### config.mk
export PLATFORM = sky130hd
export DESIGN_NAME = linear_range_map_rounded_core
export DESIGN_NICKNAME = d
export VERILOG_FILES = /design/src/rtl/lrmr_pkg.sv /design/src/rtl/linear_range_map_rounded_core.sv
export SDC_FILE = /design/constraint.sdc
export NUM_CORES = 2
export LEC_CHECK = 0
export BUFFER_PORTS_ARGS = -buffer_cell sky130_fd_sc_hd__buf_2
export CORE_MARGIN = 2
export CORE_UTILIZATION = 46
export DETAILED_ROUTE_END_ITERATION = 10
export SLEW_MARGIN = 20
export SYNTH_ARGS = -nofsm -noshare
export SYNTH_HDL_FRONTEND = slang
export SYNTH_SLANG_ARGS = --single-unit
### constraint.sdc
create_clock -name clock -period 24.9 [get_ports clock]
set_input_delay 2.49 -clock clock [delete_from_list [all_inputs] [get_ports clock]]
set_output_delay 2.49 -clock clock [all_outputs]
set_load 0.01 [all_outputs]
### src/rtl/lrmr_pkg.sv
// ----------------------------------------------------------------------------
// lrmr_pkg
// Shared constants for the rounded linear range mapper: default width,
// register map and register reset values.
// ----------------------------------------------------------------------------
package lrmr_pkg;

   localparam int DATA_WIDTH_DEF = 16;

   localparam int CSR_ADDR_WIDTH = 4;
   localparam int CSR_DATA_WIDTH = 32;

   localparam logic [1:0] REG_SRC_START = 2'd0;
   localparam logic [1:0] REG_SRC_END   = 2'd1;
   localparam logic [1:0] REG_DST_START = 2'd2;
   localparam logic [1:0] REG_DST_END   = 2'd3;

   localparam int RST_SRC_START = 0;
   localparam int RST_SRC_END   = 255;
   localparam int RST_DST_START = 0;
   localparam int RST_DST_END   = 100;

endpackage

### src/rtl/linear_range_map_rounded_core.sv
// ----------------------------------------------------------------------------
// linear_range_map_rounded_core
// Clamps a signed sample to the source range and maps it linearly to the
// target range, rounding half away from zero.
// Throughput: one item per cycle; a restoring divider with one quotient bit
// per pipeline stage sets the depth.
// The whole pipeline holds while the output item is stalled.
// Reset clears all valid bits and loads the register defaults.
// ----------------------------------------------------------------------------
module linear_range_map_rounded_core #(
   parameter int DATA_WIDTH = lrmr_pkg::DATA_WIDTH_DEF
) (
   input  logic                                clock,
   input  logic                                reset,
   input  logic                                req_valid,
   output logic                                req_stall,
   input  logic signed [DATA_WIDTH-1:0]        req_sample_in,
   output logic                                rsp_valid,
   input  logic                                rsp_stall,
   output logic signed [DATA_WIDTH-1:0]        rsp_mapped_out,
   input  logic                                psel,
   input  logic                                penable,
   input  logic                                pwrite,
   input  logic [lrmr_pkg::CSR_ADDR_WIDTH-1:0] paddr,
   input  logic [lrmr_pkg::CSR_DATA_WIDTH-1:0] pwdata,
   output logic [lrmr_pkg::CSR_DATA_WIDTH-1:0] prdata,
   output logic                                pready
);

   localparam int W      = DATA_WIDTH;
   localparam int NSTAGE = W + 5;
   localparam int OUTST  = W + 4;

   // configuration
   logic signed [W-1:0] src_start_ff, src_end_ff, dst_start_ff, dst_end_ff;
   logic                wr_en;
   logic [1:0]          reg_idx;

   assign pready  = 1'b1;
   assign reg_idx = paddr[3:2];
   assign wr_en   = psel && penable && pwrite;

   always_ff @(posedge clock) begin
      if (reset) begin
         src_start_ff <= W'(lrmr_pkg::RST_SRC_START);
         src_end_ff   <= W'(lrmr_pkg::RST_SRC_END);
         dst_start_ff <= W'(lrmr_pkg::RST_DST_START);
         dst_end_ff   <= W'(lrmr_pkg::RST_DST_END);
      end else if (wr_en) begin
         case (reg_idx)
            lrmr_pkg::REG_SRC_START: src_start_ff <= pwdata[W-1:0];
            lrmr_pkg::REG_SRC_END:   src_end_ff   <= pwdata[W-1:0];
            lrmr_pkg::REG_DST_START: dst_start_ff <= pwdata[W-1:0];
            lrmr_pkg::REG_DST_END:   dst_end_ff   <= pwdata[W-1:0];
            default: ;
         endcase
      end
   end

   always_comb begin
      prdata = '0;
      case (reg_idx)
         lrmr_pkg::REG_SRC_START: prdata[W-1:0] = src_start_ff;
         lrmr_pkg::REG_SRC_END:   prdata[W-1:0] = src_end_ff;
         lrmr_pkg::REG_DST_START: prdata[W-1:0] = dst_start_ff;
         lrmr_pkg::REG_DST_END:   prdata[W-1:0] = dst_end_ff;
         default:                 prdata = '0;
      endcase
   end

   // derived constants, used from the second stage on
   logic signed [W:0] sdiff, ddiff;
   logic [W-1:0]      dmag_in, dmag_ff, bmag_in, bmag_ff;
   logic              neg_ff, empty_ff;

   assign sdiff   = {src_end_ff[W-1], src_end_ff} - {src_start_ff[W-1], src_start_ff};
   assign ddiff   = {dst_end_ff[W-1], dst_end_ff} - {dst_start_ff[W-1], dst_start_ff};
   assign dmag_in = sdiff[W] ? W'(-sdiff) : sdiff[W-1:0];
   assign bmag_in = ddiff[W] ? W'(-ddiff) : ddiff[W-1:0];

   always_ff @(posedge clock) begin
      dmag_ff  <= dmag_in;
      bmag_ff  <= bmag_in;
      neg_ff   <= ddiff[W];
      empty_ff <= (src_start_ff == src_end_ff);
   end

   // pipeline control
   logic              adv;
   logic [NSTAGE-1:0] vld_ff;

   assign adv       = !(vld_ff[OUTST] && rsp_stall);
   assign req_stall = !adv;
   assign rsp_valid = vld_ff[OUTST];

   always_ff @(posedge clock) begin
      if (reset) begin
         vld_ff <= '0;
      end else if (adv) begin
         vld_ff <= {vld_ff[NSTAGE-2:0], req_valid};
      end
   end

   // stage 0: clamp
   logic signed [W-1:0] lo, hi, vc_in, vc_ff;

   assign lo = (src_start_ff < src_end_ff) ? src_start_ff : src_end_ff;
   assign hi = (src_start_ff < src_end_ff) ? src_end_ff : src_start_ff;

   always_comb begin
      vc_in = req_sample_in;
      if (req_sample_in < lo) begin
         vc_in = lo;
      end else if (req_sample_in > hi) begin
         vc_in = hi;
      end
   end

   // stage 1: offset magnitude
   logic signed [W:0] adiff;
   logic [W-1:0]      amag_ff, bsel_ff;

   assign adiff = {vc_ff[W-1], vc_ff} - {src_start_ff[W-1], src_start_ff};

   // stage 2: product, stage 3: rounding bias and divider entry
   logic [2*W-1:0] prod_ff;
   logic [2*W-1:0] num;

   assign num = prod_ff + {(W+1)'(0), dmag_ff[W-1:1]};

   logic [W-1:0] rem_ff [0:W];
   logic [W-1:0] nlo_ff [0:W];
   logic [W-1:0] quo_ff [0:W];

   always_ff @(posedge clock) begin
      if (adv) begin
         vc_ff     <= vc_in;
         amag_ff   <= adiff[W] ? W'(-adiff) : adiff[W-1:0];
         bsel_ff   <= bmag_ff;
         prod_ff   <= {W'(0), amag_ff} * {W'(0), bsel_ff};
         rem_ff[0] <= num[2*W-1:W];
         nlo_ff[0] <= num[W-1:0];
         quo_ff[0] <= '0;
      end
   end

   // divider: one quotient bit per stage, msb first
   for (genvar j = 0; j < W; j++) begin : g_div
      localparam int BIT = W - 1 - j;
      logic [W:0]   trial;
      logic [W:0]   sub;
      logic         take;
      logic [W-1:0] q_in;

      assign trial = {rem_ff[j], nlo_ff[j][BIT]};
      assign sub   = trial - {1'b0, dmag_ff};
      assign take  = (trial >= {1'b0, dmag_ff});

      always_comb begin
         q_in      = quo_ff[j];
         q_in[BIT] = take;
      end

      always_ff @(posedge clock) begin
         if (adv) begin
            rem_ff[j+1] <= take ? sub[W-1:0] : trial[W-1:0];
            nlo_ff[j+1] <= nlo_ff[j];
            quo_ff[j+1] <= q_in;
         end
      end
   end

   // output stage
   logic signed [W-1:0] out_in, out_ff;

   always_comb begin
      if (empty_ff) begin
         out_in = dst_start_ff;
      end else if (neg_ff) begin
         out_in = dst_start_ff - quo_ff[W];
      end else begin
         out_in = dst_start_ff + quo_ff[W];
      end
   end

   always_ff @(posedge clock) begin
      if (adv) begin
         out_ff <= out_in;
      end
   end

   assign rsp_mapped_out = out_ff;

endmodule
==> run_summary.xml <==
<?xml version="1.0" encoding="UTF-8"?>
<metrics>
  <group name="setup_path">
    <metric name="reg2reg_slack" unit="ps">18010</metric>
    <metric name="slowest_stage" unit="">sky130_fd_sc_hd__edfxtp_1</metric>
    <metric name="critPathRequiredTime" unit="ps">25400</metric>
    <metric name="chain_of_cells_forming_the_critical_path" unit="">and2_1 &gt; fa_1 &gt; inv_1 &gt; fa_1 &gt; inv_1 &gt; fa_1 &gt; inv_1 &gt; fa_1 &gt; inv_1 &gt; fa_1 &gt; inv_1 &gt; fa_1 &gt; inv_1 &gt; ha_1 &gt; a21o_1 &gt; a22o_1 &gt; a211o_1 &gt; a31oi_1 &gt; o21bai_1 &gt; a31o_2 &gt; a2111o_1 &gt; nand3_1</metric>
    <metric name="arrival" unit="ps">7390</metric>
    <metric name="setup.worst_path.start_class" unit="">register</metric>
    <metric name="crit_path_end_kind" unit="">register</metric>
    <metric name="crit-reg2reg-capture" unit="">prod_ff[28]</metric>
    <metric name="critical-path-top-delay-family" unit="">adder cells</metric>
    <metric name="critical_path.max_stage_delay" unit="ps">730</metric>
    <metric name="timing.critical_path.fanout_max" unit="">16</metric>
    <metric name="path_buf_inv" unit="">6</metric>
    <metric name="critical_path.reg2reg.startpoint" unit="">amag_ff[7]</metric>
    <metric name="reg2regPathDepth" unit="">22</metric>
    <metric name="critical_path_class" unit="">reg -&gt; reg</metric>
  </group>
  <group name="sta">
    <metric name="report.final.hold_viol_count" unit="">0</metric>
    <metric name="slew-limit-headroom" unit="">0.251</metric>
    <metric name="clock.fmax" unit="GHz">0.145</metric>
    <metric name="setup_viol" unit="">0</metric>
    <metric name="ratio_of_final_minimum_period_to_clock_period" unit="">0.277</metric>
    <metric name="worst_clock_skew" unit="ps">32.2</metric>
    <metric name="unrepaired_setup_endpoints_after_global_routing" unit="">no</metric>
    <metric name="tightest_slew" unit="ps">1120</metric>
    <metric name="totalNegativeSetupSlack" unit="ps">0</metric>
    <metric name="finalCriticalPeriod" unit="ps">6890</metric>
    <metric name="slew_viol_final" unit="">0</metric>
  </group>
  <group name="clock_network">
    <metric name="htree_num_levels" unit="">3</metric>
    <metric name="post_cts_resized" unit="">0</metric>
    <metric name="root_buffer" unit="">sky130_fd_sc_hd__clkbuf_16</metric>
    <metric name="cts_hold_repair.buffers" unit="">0</metric>
    <metric name="cts.repair_timing.setup_buffer_count" unit="">0</metric>
    <metric name="insertion_delay" unit="ps">650</metric>
    <metric name="tritoncts_clock_tree" unit="">yes</metric>
    <metric name="cts_num_sinks" unit="">743</metric>
    <metric name="clkTransAtPathRegs" unit="ps">60</metric>
    <metric name="cts_buffers" unit="">83</metric>
    <metric name="maximum_number_of_buffers_from_clock_root_to_sink" unit="">3</metric>
  </group>
  <group name="run">
    <metric name="max_cap_violations" unit="">0</metric>
  </group>
  <group name="synthesis">
    <metric name="post-synth-top-area-fraction" unit="">0.360</metric>
    <metric name="synth_top_area_cell" unit="">sky130_fd_sc_hd__edfxtp_1</metric>
    <metric name="synth-async-reset-ratio" unit="">0</metric>
    <metric name="yosys_warnings" unit="">0</metric>
    <metric name="top_area_cells_in_the_synthesized_netlist" unit="">sky130_fd_sc_hd__edfxtp_1 (36%), sky130_fd_sc_hd__ha_1 (11%), sky130_fd_sc_hd__fa_1 (8.2%)</metric>
    <metric name="dominantRegCellSynth" unit="">sky130_fd_sc_hd__edfxtp_1</metric>
    <metric name="synthesized_area" unit="um^2">52100</metric>
    <metric name="yosysUniqueCellTypes" unit="">90</metric>
    <metric name="synth_enable_flop_cells" unit="">624</metric>
    <metric name="synthesis.area_per_instance" unit="um^2">10.6</metric>
    <metric name="sequential_element_share_of_the_synthesized_area" unit="">0.406</metric>
    <metric name="synth-seq-cells" unit="">743</metric>
    <metric name="synthesis.instances" unit="">4903</metric>
  </group>
  <group name="finish">
    <metric name="filler_cell_count" unit="">10100</metric>
    <metric name="final_nets" unit="">5723</metric>
    <metric name="final_area" unit="um^2">57000</metric>
    <metric name="post_route_cells_drive_above_1_share" unit="">0.0963</metric>
    <metric name="num_antenna_cells" unit="">0</metric>
    <metric name="layout.cells.most_common" unit="">sky130_fd_sc_hd__edfxtp_1</metric>
    <metric name="area_delta_synth_final" unit="%">9.47</metric>
    <metric name="most_frequent_cells_in_the_layout" unit="">sky130_fd_sc_hd__edfxtp_1 (624), sky130_fd_sc_hd__nand2_1 (481), sky130_fd_sc_hd__ha_1 (473)</metric>
  </group>
  <group name="global_routing">
    <metric name="grt_pass1_wl" unit="um">192000</metric>
    <metric name="antenna_found_initial" unit="">3</metric>
    <metric name="grt_overflow_total" unit="">0</metric>
    <metric name="grt_max_degree" unit="">198</metric>
    <metric name="globalRouteTotalUtil" unit="">0.208</metric>
    <metric name="first_global_vias" unit="">35100</metric>
  </group>
  <group name="floorplan">
    <metric name="fp.dieH" unit="um">340</metric>
    <metric name="placeable_core_region" unit="um^2">112000</metric>
    <metric name="floorplan.initialDensity" unit="">0.463</metric>
    <metric name="num_io_pins" unit="">110</metric>
    <metric name="die-width" unit="um">340</metric>
    <metric name="floorplan.rows" unit="">123</metric>
    <metric name="dieArea" unit="um^2">116000</metric>
  </group>
  <group name="drt">
    <metric name="drt_iter0_drc" unit="">2574</metric>
    <metric name="route.detailed.wl_per_inst" unit="um">18.5</metric>
    <metric name="drt-vias-per-instance" unit="">5.55</metric>
    <metric name="overall_routed_net_length" unit="um">121000</metric>
    <metric name="postRouteAntennaNets" unit="">0</metric>
    <metric name="post-route-drc-count" unit="">0</metric>
    <metric name="dr.pass1.iters" unit="">6</metric>
    <metric name="via_count" unit="">36300</metric>
  </group>
  <group name="place">
    <metric name="detailed_place.area" unit="um^2">54100</metric>
    <metric name="gpl.final_weighted_congestion" unit="">0.889</metric>
    <metric name="port_buffers" unit="">74</metric>
    <metric name="hpwl" unit="um">87100</metric>
  </group>
  <group name="min_path">
    <metric name="worstHoldEndpoint" unit="">bsel_ff[0]</metric>
    <metric name="worst_hold_startpoint" unit="">bmag_ff[0]</metric>
    <metric name="worstHoldPathType" unit="">reg -&gt; reg</metric>
    <metric name="timing.hold.worst_path_depth" unit="">0</metric>
  </group>
  <group name="status">
    <metric name="outcome" unit="">finished, final reports clean</metric>
  </group>
</metrics>
-- state kept, by name (all words and copies together), names as in the netlist, 21 cells and up --
name and cells:
nlo_ff 136, prod_ff 32, quo_ff 136, rem_ff 256, vld_ff 21
-- cell families after synthesis --
group,Yosys count,share of synthesized area
multiplexers,256,0.0569
buffers and inverters,544,0.0412
flip-flops,743,0.406
other,2,0.000144
AND/OR/NAND/NOR,1431,0.134
XOR/XNOR,286,0.0484
AO/OA/AOI/OAI,954,0.118
adder cells (fa/ha/maj),687,0.196
-- worst max-delay path by stage --
stage | startpoint | end | slack [ps] | cells after the start
2_1_floorplan | rsp_stall | amag_ff[0] | 4100 | 2
3_3_place_gp | amag_ff[7] | prod_ff[28] | 18040 | 22
3_5_place_dp | amag_ff[7] | prod_ff[28] | 18010 | 22
4_1_cts | amag_ff[7] | prod_ff[28] | 17980 | 22
5_1_grt | amag_ff[7] | prod_ff[28] | 17720 | 22
6_report | amag_ff[7] | prod_ff[28] | 18010 | 22
-- final cells by class --
| type | instances | area, um^2 | area share |
|---|---|---|---|
| Clock buffer | 104 | 2350 | 0.0413 |
| Clock inverter | 49 | 551 | 0.00966 |
| Inverter | 406 | 1520 | 0.0267 |
| Multi-Input combinational cell | 3631 | 28900 | 0.507 |
| Sequential cell | 743 | 21100 | 0.371 |
| Tap cell | 1500 | 1880 | 0.0329 |
| Timing Repair Buffer | 112 | 681 | 0.0119 |
-- through the flow --
step	worst slack, ps	std cells	hold WS, ps	utilization
3_5_place_dp	18010	6392	390	0.481
3_3_place_gp	18040	6392	389	0.481
4_1_cts	17980	6545	402	0.507
6_report	18010	6545	403	0.507
5_1_grt	17720	6545	407	0.507
2_1_floorplan	4100	4918	386	-
-- routing by layer --
metal	up-vias	wire [um]	track usage	share of wire
met5	-	15	0	0.00012
met4	2	3670	0.0660	0.030
met3	213	5650	0.0287	0.047
met2	791	57300	0.346	0.47
met1	17600	54700	0.282	0.45
li1	17800	-	-	-
-- cells in the mapped netlist, drive strengths merged, types with 24 or more instances --
master / number
and3: 31
o21ai: 149
or3: 33
or2: 24
clkbuf: 96
ha: 473
nor4: 26
o21bai: 25
buf: 42
edfxtp: 624
nor3: 100
a211oi: 42
mux2: 161
xnor2: 214
xor2: 71
a21o: 88
a31oi: 27
nor2b: 80
nor2: 280
nand3: 85
a21oi: 354
nand2b: 44
nand2: 482
mux2i: 79
and2: 129
inv: 406
fa: 214
o21a: 69
dfxtp: 119
nand4: 62
-- worst reg2reg max path: stages (launching register included) --
cell and delay [ps]:
sky130_fd_sc_hd__edfxtp_1 730, sky130_fd_sc_hd__and2_1 350, sky130_fd_sc_hd__fa_1 530, sky130_fd_sc_hd__inv_1 50
sky130_fd_sc_hd__fa_1 480, sky130_fd_sc_hd__inv_1 50, sky130_fd_sc_hd__fa_1 490, sky130_fd_sc_hd__inv_1 50
sky130_fd_sc_hd__fa_1 530, sky130_fd_sc_hd__inv_1 50, sky130_fd_sc_hd__fa_1 470, sky130_fd_sc_hd__inv_1 50
sky130_fd_sc_hd__fa_1 520, sky130_fd_sc_hd__inv_1 40, sky130_fd_sc_hd__ha_1 370, sky130_fd_sc_hd__a21o_1 200
sky130_fd_sc_hd__a22o_1 230, sky130_fd_sc_hd__a211o_1 340, sky130_fd_sc_hd__a31oi_1 300, sky130_fd_sc_hd__o21bai_1 150
sky130_fd_sc_hd__a31o_2 270, sky130_fd_sc_hd__a2111o_1 410, sky130_fd_sc_hd__nand3_1 80
Power is not shown: default switching activity piles up to over one toggle a cycle in this logic, so the estimate is an artifact.
